[src/pisc_pkg.sv]
`default_nettype none

package pisc_pkg;

  localparam int NUM_MASKS   = 6;
  localparam int NUM_FLAGS   = 3;
  localparam int CFG_INDEX_W = 3;

  localparam logic [7:0] MASK_BASE_ADDR_DEF   = 8'd16;
  localparam logic [7:0] FLAG_BASE_ADDR_DEF   = 8'd8;
  localparam logic [7:0] FLAG0_VALID_BITS_DEF = 8'hFF;
  localparam logic [7:0] FLAG1_VALID_BITS_DEF = 8'hFF;
  localparam logic [7:0] FLAG2_VALID_BITS_DEF = 8'h7F;

  typedef enum logic [1:0] {
    CMD_EVENT = 2'd0,
    CMD_READ  = 2'd1,
    CMD_WRITE = 2'd2
  } cmd_t;

  typedef logic [NUM_MASKS-1:0][7:0] mask_set_t;
  typedef logic [NUM_FLAGS-1:0][7:0] flag_set_t;

  typedef struct packed {
    logic [7:0]  read_data;
    logic        host_irq;
    logic [23:0] local_dispatch;
    logic        update_request;
    logic [7:0]  effective_mask;
  } rsp_t;

  // One enable bit per flag (reg*8+bit) for a set of six mask bytes.
  function automatic flag_set_t flag_enables(input mask_set_t m);
    flag_set_t en;
    en[0] = ~m[0];
    en[1] = ~m[1];
    en[2] = ~m[2];
    en[1][7] = (|(~m[3][3:0])) | (|(~m[4])) | (|(~m[5][4:0]));
    en[1][1] = ~m[1][2];
    en[0][4] = ~m[0][3];
    return en;
  endfunction

endpackage

`default_nettype wire

[src/pisc_if.sv]
`default_nettype none

interface pisc_req_if;
  logic       valid;
  logic       ready;
  logic [1:0] command;
  logic [7:0] reg_address;
  logic [7:0] write_value;
  logic [7:0] raw_flags_low;
  logic [7:0] raw_flags_mid;
  logic [7:0] raw_flags_high;

  modport source (output valid, command, reg_address, write_value,
                  raw_flags_low, raw_flags_mid, raw_flags_high, input ready);
  modport sink   (input valid, command, reg_address, write_value,
                  raw_flags_low, raw_flags_mid, raw_flags_high, output ready);
endinterface

interface pisc_rsp_if;
  logic        valid;
  logic        ready;
  logic [7:0]  read_data;
  logic        host_irq;
  logic [23:0] local_dispatch;
  logic        update_request;
  logic [7:0]  effective_mask;

  modport source (output valid, read_data, host_irq, local_dispatch,
                  update_request, effective_mask, input ready);
  modport sink   (input valid, read_data, host_irq, local_dispatch,
                  update_request, effective_mask, output ready);
endinterface

`default_nettype wire

[src/pisc_out_buf.sv]
`default_nettype none

// Two-entry result queue: takes a new result while the head one is stalled.
module pisc_out_buf (
  input  wire logic          clk,
  input  wire logic          rst,
  input  wire logic          push,
  input  wire pisc_pkg::rsp_t push_data,
  output logic               can_push,
  output logic               head_valid,
  output pisc_pkg::rsp_t     head_data,
  input  wire logic          pop
);

  pisc_pkg::rsp_t slot0;
  pisc_pkg::rsp_t slot1;
  logic [1:0]     count;
  logic           do_pop;
  logic           push_head;

  assign can_push   = (count != 2'd2);
  assign head_valid = (count != 2'd0);
  assign head_data  = slot0;
  assign do_pop     = pop && head_valid;
  assign push_head  = push && (count == 2'd0 || (count == 2'd1 && do_pop));

  always_ff @(posedge clk) begin
    if (rst) begin
      count <= 2'd0;
    end else begin
      count <= count + {1'b0, push} - {1'b0, do_pop};
    end
  end

  always_ff @(posedge clk) begin
    priority if (push_head) begin
      slot0 <= push_data;
    end else if (do_pop) begin
      slot0 <= slot1;
    end
    if (push && !push_head) begin
      slot1 <= push_data;
    end
  end

endmodule

`default_nettype wire

[src/pmic_interrupt_shadow_controller.sv]
`default_nettype none

// Interrupt shadow controller between a power chip and a host. One item is
// accepted per cycle; its result is registered into a two-entry result
// queue, so input is refused only when two results wait unread. Events OR
// the chip flags (reserved bits dropped) into three sticky host flag bytes,
// report locally enabled flags in local_dispatch and raise host_irq when
// the host masks enable any set flag. Host reads return a mask byte, or
// return and clear a flag byte (host_irq drops once all flags are zero);
// host writes load a mask byte and return the local AND host mask. The user
// must write local masks via the cfg port only while no item is in flight.
module pmic_interrupt_shadow_controller #(
  parameter logic [7:0] MASK_BASE_ADDR   = pisc_pkg::MASK_BASE_ADDR_DEF,
  parameter logic [7:0] FLAG_BASE_ADDR   = pisc_pkg::FLAG_BASE_ADDR_DEF,
  parameter logic [7:0] FLAG0_VALID_BITS = pisc_pkg::FLAG0_VALID_BITS_DEF,
  parameter logic [7:0] FLAG1_VALID_BITS = pisc_pkg::FLAG1_VALID_BITS_DEF,
  parameter logic [7:0] FLAG2_VALID_BITS = pisc_pkg::FLAG2_VALID_BITS_DEF
) (
  input  wire logic                             clk,
  input  wire logic                             rst,
  input  wire logic                             cfg_write_en,
  input  wire logic [pisc_pkg::CFG_INDEX_W-1:0] cfg_index,
  input  wire logic [7:0]                       cfg_data,
  pisc_req_if.sink                              request,
  pisc_rsp_if.source                            result
);

  pisc_pkg::mask_set_t local_mask;
  pisc_pkg::mask_set_t host_mask;
  pisc_pkg::mask_set_t host_mask_next;
  pisc_pkg::flag_set_t host_flags;
  pisc_pkg::flag_set_t host_flags_next;
  logic                irq_level;
  logic                irq_level_next;

  pisc_pkg::flag_set_t raw;
  pisc_pkg::flag_set_t valid_flags;
  pisc_pkg::flag_set_t local_en;
  pisc_pkg::flag_set_t host_en;
  pisc_pkg::rsp_t      rsp;
  logic                accept;
  logic                can_push;
  logic [7:0]          mask_off;
  logic [7:0]          flag_off;
  logic                is_mask;
  logic                is_flag;
  logic [2:0]          mask_idx;
  logic [1:0]          flag_idx;

  assign accept = request.valid && request.ready;

  assign mask_off = request.reg_address - MASK_BASE_ADDR;
  assign flag_off = request.reg_address - FLAG_BASE_ADDR;
  assign is_mask  = (request.reg_address >= MASK_BASE_ADDR) &&
                    (mask_off < 8'(pisc_pkg::NUM_MASKS));
  assign is_flag  = (request.reg_address >= FLAG_BASE_ADDR) &&
                    (flag_off < 8'(pisc_pkg::NUM_FLAGS));
  assign mask_idx = mask_off[2:0];
  assign flag_idx = flag_off[1:0];

  assign raw = {request.raw_flags_high, request.raw_flags_mid, request.raw_flags_low};
  assign valid_flags = raw & {FLAG2_VALID_BITS, FLAG1_VALID_BITS, FLAG0_VALID_BITS};
  assign local_en    = pisc_pkg::flag_enables(local_mask);
  assign host_en     = pisc_pkg::flag_enables(host_mask);

  always_comb begin
    host_mask_next  = host_mask;
    host_flags_next = host_flags;
    irq_level_next  = irq_level;
    rsp             = '0;
    unique case (pisc_pkg::cmd_t'(request.command))
      pisc_pkg::CMD_EVENT: begin
        host_flags_next    = host_flags | valid_flags;
        rsp.local_dispatch = valid_flags & local_en;
        if (|(valid_flags & host_en)) begin
          irq_level_next = 1'b1;
        end
      end
      pisc_pkg::CMD_READ: begin
        priority if (is_mask) begin
          rsp.read_data = host_mask[mask_idx];
        end else if (is_flag) begin
          rsp.read_data             = host_flags[flag_idx];
          host_flags_next[flag_idx] = 8'd0;
          if (host_flags_next == '0) begin
            irq_level_next = 1'b0;
          end
        end else begin
          rsp.read_data = 8'd0;
        end
      end
      pisc_pkg::CMD_WRITE: begin
        if (is_mask) begin
          host_mask_next[mask_idx] = request.write_value;
          rsp.update_request       = 1'b1;
          rsp.effective_mask       = local_mask[mask_idx] & request.write_value;
        end
      end
      default: begin
        rsp = '0;
      end
    endcase
    rsp.host_irq = irq_level_next;
  end

  always_ff @(posedge clk) begin
    if (rst) begin
      local_mask <= '1;
      host_mask  <= '1;
      host_flags <= '0;
      irq_level  <= 1'b0;
    end else begin
      if (cfg_write_en && (cfg_index < pisc_pkg::CFG_INDEX_W'(pisc_pkg::NUM_MASKS))) begin
        local_mask[cfg_index] <= cfg_data;
      end
      if (accept) begin
        host_mask  <= host_mask_next;
        host_flags <= host_flags_next;
        irq_level  <= irq_level_next;
      end
    end
  end

  pisc_pkg::rsp_t head;

  pisc_out_buf u_out_buf (
    .clk        (clk),
    .rst        (rst),
    .push       (accept),
    .push_data  (rsp),
    .can_push   (can_push),
    .head_valid (result.valid),
    .head_data  (head),
    .pop        (result.ready)
  );

  assign request.ready         = can_push;
  assign result.read_data      = head.read_data;
  assign result.host_irq       = head.host_irq;
  assign result.local_dispatch = head.local_dispatch;
  assign result.update_request = head.update_request;
  assign result.effective_mask = head.effective_mask;

endmodule

`default_nettype wire

[src/flat_wrapper.sv]
// flat-port wrapper written by rule: the top's interface ports become plain ports
module pmic_interrupt_shadow_controller_flat 
#(
  parameter logic [7:0] MASK_BASE_ADDR   = pisc_pkg::MASK_BASE_ADDR_DEF,
  parameter logic [7:0] FLAG_BASE_ADDR   = pisc_pkg::FLAG_BASE_ADDR_DEF,
  parameter logic [7:0] FLAG0_VALID_BITS = pisc_pkg::FLAG0_VALID_BITS_DEF,
  parameter logic [7:0] FLAG1_VALID_BITS = pisc_pkg::FLAG1_VALID_BITS_DEF,
  parameter logic [7:0] FLAG2_VALID_BITS = pisc_pkg::FLAG2_VALID_BITS_DEF
)
  (clk, rst, cfg_write_en, cfg_index, cfg_data, request_valid, request_command, request_reg_address, request_write_value, request_raw_flags_low, request_raw_flags_mid, request_raw_flags_high, request_ready, result_valid, result_read_data, result_host_irq, result_local_dispatch, result_update_request, result_effective_mask, result_ready);
  pisc_req_if request_i ();
  pisc_rsp_if result_i ();
  input  wire logic clk;
  input  wire logic rst;
  input  wire logic cfg_write_en;
  input  wire logic [pisc_pkg::CFG_INDEX_W-1:0] cfg_index;
  input  wire logic [7:0] cfg_data;
  input wire logic [$bits(request_i.valid)-1:0] request_valid;
  input wire logic [$bits(request_i.command)-1:0] request_command;
  input wire logic [$bits(request_i.reg_address)-1:0] request_reg_address;
  input wire logic [$bits(request_i.write_value)-1:0] request_write_value;
  input wire logic [$bits(request_i.raw_flags_low)-1:0] request_raw_flags_low;
  input wire logic [$bits(request_i.raw_flags_mid)-1:0] request_raw_flags_mid;
  input wire logic [$bits(request_i.raw_flags_high)-1:0] request_raw_flags_high;
  output wire logic [$bits(request_i.ready)-1:0] request_ready;
  output wire logic [$bits(result_i.valid)-1:0] result_valid;
  output wire logic [$bits(result_i.read_data)-1:0] result_read_data;
  output wire logic [$bits(result_i.host_irq)-1:0] result_host_irq;
  output wire logic [$bits(result_i.local_dispatch)-1:0] result_local_dispatch;
  output wire logic [$bits(result_i.update_request)-1:0] result_update_request;
  output wire logic [$bits(result_i.effective_mask)-1:0] result_effective_mask;
  input wire logic [$bits(result_i.ready)-1:0] result_ready;
  assign request_i.valid = request_valid;
  assign request_i.command = request_command;
  assign request_i.reg_address = request_reg_address;
  assign request_i.write_value = request_write_value;
  assign request_i.raw_flags_low = request_raw_flags_low;
  assign request_i.raw_flags_mid = request_raw_flags_mid;
  assign request_i.raw_flags_high = request_raw_flags_high;
  assign request_ready = request_i.ready;
  assign result_valid = result_i.valid;
  assign result_read_data = result_i.read_data;
  assign result_host_irq = result_i.host_irq;
  assign result_local_dispatch = result_i.local_dispatch;
  assign result_update_request = result_i.update_request;
  assign result_effective_mask = result_i.effective_mask;
  assign result_i.ready = result_ready;
  pmic_interrupt_shadow_controller #(.MASK_BASE_ADDR(MASK_BASE_ADDR), .FLAG_BASE_ADDR(FLAG_BASE_ADDR), .FLAG0_VALID_BITS(FLAG0_VALID_BITS), .FLAG1_VALID_BITS(FLAG1_VALID_BITS), .FLAG2_VALID_BITS(FLAG2_VALID_BITS)) u_core (.clk(clk), .rst(rst), .cfg_write_en(cfg_write_en), .cfg_index(cfg_index), .cfg_data(cfg_data), .request(request_i), .result(result_i));
endmodule
[config.mk]
export PLATFORM = sky130hd
export DESIGN_NAME = pmic_interrupt_shadow_controller_flat
export DESIGN_NICKNAME = d
export VERILOG_FILES = /design/src/pisc_pkg.sv /design/src/pisc_if.sv /design/src/pisc_out_buf.sv /design/src/pmic_interrupt_shadow_controller.sv /design/src/flat_wrapper.sv
export SDC_FILE = /design/constraint.sdc
export NUM_CORES = 1
export LEC_CHECK = 0
export BUFFER_PORTS_ARGS = -buffer_cell sky130_fd_sc_hd__buf_2
export CAP_MARGIN = 20
export CORE_ASPECT_RATIO = 0.9
export CORE_MARGIN = 2
export CORE_UTILIZATION = 61
export CTS_BUF_LIST = sky130_fd_sc_hd__clkbuf_4
export CTS_CLUSTER_DIAMETER = 60
export DETAILED_ROUTE_END_ITERATION = 10
export PLACE_DENSITY = 0.91
export SYNTH_ARGS = -nofsm -noshare
export SYNTH_HDL_FRONTEND = slang
export SYNTH_SLANG_ARGS = --single-unit
[constraint.sdc]
create_clock -name clk -period 3.3 [get_ports clk]
set_input_delay 0.165 -clock clk [delete_from_list [all_inputs] [get_ports clk]]
set_output_delay 0.165 -clock clk [all_outputs]
set_load 0.02 [all_outputs]
### Word level (Yosys, flattened, before mapping)

Cells that the tools add are included.

| storage, ports and cells | value |
|---|---|
| bits in registers | 207 |
| input port bits | 58 |
| output and inout bits | 44 |
| logic and storage cells | 132 |

| operators by class | value |
|---|---|
| add/sub/neg operators | 4 |
| $lt $le $gt $ge | 11 |
| eq/ne operators | 6 |
| muxes and demuxes | 30 |
| bitwise logic cells | 26 |
| reduce and logical (&&, ||, !) cells | 28 |

Operator list:

| operator | number |
|---|---|
| $bwmux 48 | 2 |
| $mux 42 | 2 |
| $mux 24 | 3 |
| $mux 8 | 9 |
| $and 23x24->24 | 2 |
| $bmux 8 s3 | 2 |
| $demux 8 s3 | 2 |
| $not 8->8 | 6 |
| $pmux 24 s2 | 1 |
| $and 24x24->24 | 1 |
| $logic_not 24->1 | 1 |
| $not 24->24 | 1 |
| $or 24x23->24 | 1 |
| $reduce_or 24->1 | 1 |
| $mux 9 | 2 |
| $bmux 8 s2 | 1 |
| $demux 8 s2 | 1 |
| $reduce_or 8->1 | 2 |
| $not 7->7 | 2 |
| $logic_and 1x1->1 | 11 |
| $not 5->5 | 2 |
| $reduce_or 5->1 | 2 |
| $and 8x8->8 | 1 |
| $ge 8x4->1 const B | 1 |
| 28 further kinds | 46 |

### Logic depth before layout (Yosys ltp)

Gate-level depths: netlist of run 1.

| depth | value |
|---|---|
| depth in word-level cells | 13 |
| mapped depth | 10 |
| depth with buffers taken out | 9 |

### Hierarchy

A second synthesis of run 1 with hierarchy kept.

| second synthesis, totals | value |
|---|---|
| cell total of the unflattened synthesis | 775 |
| area total of the unflattened synthesis | 9332.7 µm² |

Modules (own cells, without submodules):

| module | instances | cells an instance | area each (µm²) | sequential area each (µm²) |
|---|---|---|---|---|
| pmic_interrupt_shadow_controller | 1 | 627 | 5974.5 | 2422.3 |
| pisc_out_buf | 1 | 148 | 3358.2 | 2562.5 |

### Least setup slack after synthesis of run 1

Ideal clock, no wire load.

| timing | value |
|---|---|
| path type | reg-to-reg |
| start | register u_core.u_out_buf.count[0] |
| end | register u_core.u_out_buf.slot1[0] in the netlist's numbering, enable pin |
| library setup time | 453 ps |
| arrival time | 2428 ps |
| data required time | 2847 ps |
| path slack | 419 ps |
| cell stages (with the launch flop) | 3 |
| path buffers | 0 |
| clock period less this slack | 2881 ps |
| path through | dfxtp_1 > nand2_1 > a21oi_1 |

| on the way | value |
|---|---|
| cells in the longest elaborated chain, start to end | 7 |
| elaborated cells between the ends (all ways) | 11 |
| classes of those cells | 2 x eq/ne; 9 x reduce/logical |

Ends and longest elaborated chain:

| item | line | source |
|---|---|---|
| start, declared | pisc_out_buf.sv:17 | `logic [1:0] count;` |
| start signal, assigned | pisc_out_buf.sv:31 | `count <= count + {1'b0, push} - {1'b0, do_pop};` |
| $reduce_bool 2->1 | pisc_out_buf.sv:22 | `assign head_valid = (count != 2'd0);` |
| $logic_and 1x1->1 | pisc_out_buf.sv:24 | `assign do_pop = pop && head_valid;` |
| $logic_and 1x1->1 | pisc_out_buf.sv:25 | `assign push_head = push && (count == 2'd0 \|\| (count == 2'd1 && do_pop));` |
| $logic_or 1x1->1 | pisc_out_buf.sv:25 |  |
| $logic_and 1x1->1 | pisc_out_buf.sv:25 |  |
| $logic_not 1->1 | pisc_out_buf.sv:41 | `if (push && !push_head) begin` |
| $logic_and 1x1->1 (*) | pisc_out_buf.sv:41 |  |
| end signal, assigned | pisc_out_buf.sv:42 | `slot1 <= push_data;` |
| end, declared | pisc_out_buf.sv:16 | `pisc_pkg::rsp_t slot1;` |

Every way passes the cells marked *; elsewhere a longest branch is shown, timed or not.
A chain may end at the register's enable or synchronous reset.

### Final worst setup path of run 1

| timing | value |
|---|---|
| start | register u_core.u_out_buf.count[0] |
| end | register u_core.host_flags[10] in the netlist's numbering |

| on the way | value |
|---|---|
| cells in the longest elaborated chain, start to end | 3 |

Ends and longest elaborated chain:

| item | line | source |
|---|---|---|
| $ne 2x2->1 | pisc_out_buf.sv:21 | `assign can_push = (count != 2'd2);` |
| $logic_and 1x1->1 | pmic_interrupt_shadow_controller.sv:50 | `assign accept = request.valid && request.ready;` |
| $reduce_and 4->1 (no source line) | n/a |  |
| end signal, assigned | pmic_interrupt_shadow_controller.sv:118 | `host_flags <= host_flags_next;` |
| end, declared | pmic_interrupt_shadow_controller.sv:31 | `pisc_pkg::flag_set_t host_flags;` |

No other way between the ends.

==> results of run 1 <==
-- power by group through the flow --
stage | sequential (mW) | combinational [mW] | clock [mW]
after floorplan | 3.41 | 0.469 | 0
after global placement | 3.12 | 1.11 | 0
after detailed placement | 3.15 | 1.14 | 0
after CTS | 3.10 | 1.19 | 2.25
after global routing | 3.12 | 1.27 | 2.39
final | 3.10 | 1.20 | 2.25
-- per-stage QoR --
stage / power, mW / setup slack [ps] / std cells
detailed placement: 4.29 / 702 / 1072
finish: 6.56 / 171 / 1203
global placement: 4.23 / 723 / 1072
global route: 6.79 / 42.1 / 1203
floorplan: 3.88 / 419 / 802
CTS: 6.54 / 169 / 1202
-- how the worst max path moves through the flow --
stage	from	end	slack [ps]	cells past startpoint
2_1_floorplan	u_core.u_out_buf.count[0]$_SDFF_PP0_	u_core.u_out_buf.slot1[0]$_DFFE_PP_	420	2
3_5_place_dp	request_reg_address[0]	u_core.u_out_buf.head_data[38]$_DFFE_PP_	700	6
5_1_grt	u_core.u_out_buf.count[0]$_SDFF_PP0_	u_core.host_flags[10]$_SDFFE_PP0P_	40	8
4_1_cts	u_core.u_out_buf.count[0]$_SDFF_PP0_	u_core.host_flags[10]$_SDFFE_PP0P_	170	8
6_report	u_core.u_out_buf.count[0]$_SDFF_PP0_	u_core.host_flags[10]$_SDFFE_PP0P_	170	8
3_3_place_gp	request_reg_address[0]	u_core.u_out_buf.head_data[38]$_DFFE_PP_	720	6
-- synth_stat cells (4+ instances only) --
cell / count / area (um^2)
buf_2: 8 / 40.0
a2bb2oi_1: 8 / 70.1
inv_1: 22 / 82.6
a21oi_1: 21 / 105
clkbuf_1: 29 / 109
dfxtp_1: 123 / 2460
mux4_2: 16 / 360
o21ai_0: 18 / 90.1
nor2_1: 35 / 131
a22o_1: 20 / 175
mux2i_1: 118 / 1180
mux2_2: 30 / 338
nand2b_1: 15 / 93.8
nand2_1: 133 / 499
nand4_1: 7 / 43.8
nor4_4: 4 / 85.1
and2_1: 5 / 31.3
a31oi_1: 4 / 25.0
nor3b_1: 17 / 128
edfxtp_1: 82 / 2460
nor3_1: 15 / 75.1
nor2b_1: 8 / 50.1
-- cell families (layout without fill, tap and decap cells) --
group / count (synthesis) / after routing / share of synthesized area
flip-flops: 205 / 205 / 0.537
buffers and inverters: 66 / 268 / 0.0302
adder cells (fa/ha/maj): 3 / 3 / 0.00410
AO/OA/AOI/OAI: 99 / 99 / 0.0761
XOR/XNOR: 3 / 3 / 0.00287
AND/OR/NAND/NOR: 261 / 261 / 0.144
other: 1 / 2 / 0.000409
multiplexers: 164 / 164 / 0.205
-- state kept, by name, indices dropped and copies added, names as in the netlist --
| name | cells |
|---|---|
| u_core.host_mask | 48 |
| u_core.u_out_buf.slot1 | 41 |
| u_core.host_flags | 24 |
| u_core.irq_level | 1 |
| u_core.u_out_buf.head_data | 41 |
| u_core.local_mask | 48 |
| u_core.u_out_buf.count | 2 |
-- routing by layer --
metal  track usage  part of all wire
met2         0.521              0.47
met1         0.408              0.39
met4         0.146             0.038
met3        0.0713              0.11
met5             0                 0
-- worst max-delay path, stage by stage (launching register included) --
cell	delay, ps
dfxtp_1	390
nand2b_1	140
and2_1	330
inv_2	200
a211oi_4	410
a21oi_1	120
dlygate4sd3_1	570
a311oi_1	290
dlygate4sd3_1	610
-- timing repair --
| action | 4_1_cts | 5_1_grt |
|---|---|---|
| hold buffers | 43 | 0 |
| gates resized for setup | 0 | 1 |
| endpoints found under the hold margin | 166 | 0 |
| setup endpoints to repair | 0 | 1 |
-- layout make-up --
class,count,share of cell area
multi-input combinational,531,0.363
sequential,205,0.449
tap,198,0.0226
clock inverter,15,0.0125
timing repair buffer,156,0.0950
inverter,25,0.00855
clock buffer,72,0.0492
antenna,1,0.000228
==> impl_metrics.yaml, run 1 <==
finish:
  post-route-cell-area_um2: 11000
  area_delta_synth_final_pct: 19.8
  final.fill_count: 954
  final_nets: 1029
  most-common-layout-cells: "nand2_1, dfxtp_1, mux2i_1, buf_2, edfxtp_1"
  area_used_by_multi_input_combinational_logic_um2: 3990
  finalCoreUtilization: 0.746
  mostFrequentLayoutCell: "nand2_1"
  register_area_um2: 4920
  layout-drive-gt1-share: 0.254
global_route:
  grt-ovfl-total: 0
  grt_max_degree: 54
  vias_in_the_first_global_route: 7210
  wire_length_of_the_first_global_routing_pass_um: 39000
  track_usage: 0.318
  antenna_found_initial: 1
logic_synthesis:
  synth_edf_count: 82
  post_synthesis_sequential_element_count: 205
  async_flop_share: 0
  synth_cell_types: 60
  mapped_cell_area_um2: 9160
  predominant_post_synthesis_flop_cell: "dfxtp_1"
  synth.yosys.seq_area_share: 0.537
  synth.avg_cell_area_um2: 11.4
  ys_warn_count: 0
  syn-num-nets: 863
  synthCells: 802
floorplan:
  design.die.area_um2: 16000
  die_width_um: 133
  fp.dieH_um: 120
  num_rows: 42
  initial_core_utilization: 0.623
  top_level_ports: 102
  core_um2: 14700
critical_path:
  worst-r2r-setup-slack_ps: 170
  critical_path_required_ps: 3880
  worstSetupPathType: "flip-flop to flip-flop"
  worstSetupEndpointType: "flip-flop"
  crit_arrival_ps: 3710
  max_fanout_on_critical_path: 9
  crit-reg2reg-launch: "u_core.u_out_buf.count[0]$_SDFF_PP0_"
  timing.reg2reg.worst_path_depth: 8
  r2r_end: "u_core.host_flags[10]$_SDFFE_PP0P_"
  timing.critical_path.from_type: "flip-flop"
placed_design:
  portBuffers: 99
  place_congestion: 0.959
  postPlaceCellArea_um2: 9860
  post-dp-hpwl_um: 16800
route:
  final_antenna_net_count: 0
  drc_errors: 0
  drt-initial-drc-count: 889
  routed_via_density: 6.17
  route.final.wire_length_um: 25300
  post_drt_wl_per_cell_um: 21.1
  drt_first_pass_iters: 5
  detailroute.via_count: 7422
sta:
  rsz0062_at_grt: "no"
  fin_worst_hold_slack_ps: 35.0
  final_min_period_over_clock_period: 0.948
  achievable-frequency_mhz: 320
  clock-skew-final_ps: 28.0
  number_of_max_slew_violations_in_the_final_report: 0
  slew-limit-headroom: 0.268
  report.final.setup_viol: 0
  tightest_slew_ps: 1090
  setup_tns_ps: 0
  hold_viol: 0
  min_period_ps: 3130
min_path:
  hold-path-endpoint: "u_core.host_flags[16]$_SDFFE_PP0P_"
  hold_path.class: "primary input to flip-flop"
  worst_hold_path.num_cells: 4
  min-delay-start: "request_command[1]"
clocking:
  clkTransAtPathRegs_ps: 70
  cts_tree: "built"
  cts.sink_count: 205
  clock_latency_ps: 670
  clock_path_buffers: 3
  cts_buffers: 49
  htree_num_levels: 2
  postCtsSetupRepairBufs: 0
  cts_root_cell: "clkbuf_4"
power_and_ir_drop:
  clock_power_share: 0.344
  vdd_ir_drop_max_uv: 400
  intPower_mw: 4.64
  p_sw_frac: 0.292
  power.sequential.fraction: 0.473
  p_leak_nw: 4.41
  pwr-share-comb: 0.183
  switching_power_mw: 1.91
  cellPowerDensity_nw_per_um2: 597
run_status:
  outcome: "finished clean"
flow_run:
  maxcap_viol_count: 0
Power figures use the tool's default switching activity.
==> run 2, diff against run 1 <==
==> constraint.sdc (replaced) <==
create_clock -name clk -period 3.32 [get_ports clk]
set_input_delay 0.332 -clock clk [delete_from_list [all_inputs] [get_ports clk]]
set_output_delay 0.332 -clock clk [all_outputs]
set_load 0.02 [all_outputs]
==> run 2 against run 1 <==
  * Flip-flop and latch count is the same
  * Register-to-register slack better by 670 ps
  * Final cell count shrank 0.33%
  * Non-clock buffer count is 8 lower
  * Die area stayed put
  * Fmax up 26%
  * Clock power shrank 7%
  * Sequential power hardly changed
  * Largest cell class unchanged
  * Core utilization is 0.91 points lower
  * Critical path depth fell by 2
  * Count of clock-buffer cells in the layout stayed put
  * First-iteration DRC count down 3.6%
==> impl_metrics.yaml, run 2 (synthesis results as in run 1) <==
run_status:
  outcome: "finished clean"
sta:
  tightest_slew_ps: 1080
  rsz0062_at_grt: "no"
  achievable-frequency_mhz: 403
  worst_slack_ps: 839
  hold_viol: 0
  min_period_ps: 2480
  final_min_period_over_clock_period: 0.747
  number_of_max_slew_violations_in_the_final_report: 0
  slew-limit-headroom: 0.278
  report.final.setup_viol: 0
  setup_tns_ps: 0
  clock-skew-final_ps: 35.5
route:
  detailroute.via_count: 7246
  drt_first_pass_iters: 5
  drc_errors: 0
  routed_via_density: 6.04
  final_antenna_net_count: 0
  drt-initial-drc-count: 857
  route.final.wire_length_um: 25100
  post_drt_wl_per_cell_um: 21.0
floorplan:
  num_rows: 42
  core_um2: 14700
  die_width_um: 133
  top_level_ports: 102
  design.die.area_um2: 16000
  fp.dieH_um: 120
  initial_core_utilization: 0.623
placed_design:
  post-dp-hpwl_um: 16900
  pre_cts_ws_ps: 701
  place_congestion: 0.981
  portBuffers: 99
power_and_ir_drop:
  fin_total_pwr_mw: 6.36
  vdd_ir_drop_max_uv: 358
  p_leak_nw: 4.36
  switching_power_mw: 1.90
  p_sw_frac: 0.299
  intPower_mw: 4.46
  cellPowerDensity_nw_per_um2: 586
  power.sequential.fraction: 0.484
  clock_power_share: 0.330
  pwr-share-comb: 0.187
critical_path:
  worstSetupPathType: "flip-flop to flip-flop"
  timing.critical_path.from_type: "flip-flop"
  critical-path-top-delay-family: "compound AO/OA/AOI/OAI gates"
  max_fanout_on_critical_path: 9
  timing.critical_path.cells: "nand2b_1, and2_1, inv_2, a211oi_2, a31oi_1, a22o_1"
  timing.critical_path.buf_inv: 1
  crit_arrival_ps: 3020
  slowest_stage: "a211oi_2"
  worst-r2r-setup-slack_ps: 840
  worstSetupEndpointType: "flip-flop"
  max_stage_delay_on_crit_path_ps: 540
  critical_path_required_ps: 3860
finish:
  mostFrequentLayoutCell: "nand2_1"
  most-common-layout-cells: "nand2_1, dfxtp_1, mux2i_1, buf_2, edfxtp_1"
  register_area_um2: 4920
  final_nets: 1022
  area_used_by_multi_input_combinational_logic_um2: 3980
  area_delta_synth_final_pct: 18.4
  layout-drive-gt1-share: 0.256
  registers_with_the_highest_flip_flop_counts: "u_core.host_mask (48), u_core.local_mask (48)"
  final.fill_count: 962
flow_run:
  maxcap_viol_count: 0
clocking:
  clock_path_buffers: 3
  cts_tree: "built"
  cts_repair_resize_count: 0
  htree_num_levels: 2
  cts_buffers: 50
  clock_latency_ps: 670
  cts_root_cell: "clkbuf_4"
  cts.sink_count: 205
  clkTransAtPathRegs_ps: 80
global_route:
  grt_max_degree: 47
  vias_in_the_first_global_route: 7079
  antenna_found_initial: 1
  wire_length_of_the_first_global_routing_pass_um: 38700
  track_usage: 0.317
  grt-ovfl-total: 0
min_path:
  hold_path.class: "primary input to flip-flop"
==> run 2: cell count changes in the layout (fill, tap and decap cells not counted), sizes merged <==
cell / delta
buf: +3
bufinv: -2
clkinv: +5
dlygate4sd3: -11
inv: +1
==> run 2: tightest hold or removal path: cells and delay by family <==
kind	cells	cell delay, ps
buffers and inverters	1	170
multiplexers	1	90
AND/OR/NAND/NOR	1	50
==> run 2: worst paths after layout <==
| path | start | to | cells after the start |
|---|---|---|---|
| setup / recovery | u_core.u_out_buf.count[0]$_SDFF_PP0_ | u_core.host_flags[5]$_SDFFE_PP0P_ | 6 |
| hold / removal | request_write_value[1] | u_core.host_mask[41]$_SDFFE_PP1P_ | 3 |
| setup reg to reg | u_core.u_out_buf.count[0]$_SDFF_PP0_ | u_core.host_flags[5]$_SDFFE_PP0P_ | 6 |
| hold reg to reg | u_core.local_mask[9]$_SDFFE_PP1P_ | u_core.local_mask[9]$_SDFFE_PP1P_ | 2 |
==> run 2: power groups by stage <==
stage | combinational, mW | sequential [mW] | clock [mW]
3_5_place_dp | 1.14 | 3.12 | 0
5_1_grt | 1.26 | 3.10 | 2.26
2_1_floorplan | 0.466 | 3.39 | 0
6_report | 1.19 | 3.07 | 2.10
4_1_cts | 1.17 | 3.07 | 2.10
3_3_place_gp | 1.12 | 3.10 | 0
==> run 2: per-stage QoR <==
step | hold slack, ps | util | cell area, um^2 | std cells
final | 23.1 | 0.737 | 10800 | 1199
after floorplan | 436 | - | 9160 | 802
after CTS | 1.70 | 0.737 | 10800 | 1198
after global placement | 447 | 0.672 | 9880 | 1075
after detailed placement | 457 | 0.672 | 9880 | 1075
after global routing | 12.5 | 0.737 | 10800 | 1199
==> run 2: what timing repair did <==
item,CTS,global route
endpoints found under the hold margin,75,0
hold buffers,32,0
setup buffers,0,0
==> run 2: layout make-up <==
class	instances	share of cell area
Inverter	25	0.00865
Tap cell	198	0.0228
Antenna cell	1	0.000231
Sequential cell	205	0.454
Multi-Input combinational cell	531	0.367
Clock buffer	72	0.0498
Timing Repair Buffer	148	0.0881
Clock inverter	19	0.00911
==> run 2: routing by layer <==
| layer | part of all wire | global-route usage | vias up |
|---|---|---|---|
| li1 | - | - | 3287 |
| met1 | 0.40 | 0.425 | 3460 |
| met2 | 0.45 | 0.497 | 421 |
| met3 | 0.11 | 0.0763 | 78 |
| met4 | 0.040 | 0.136 | 0 |
| met5 | 0 | 0 | - |
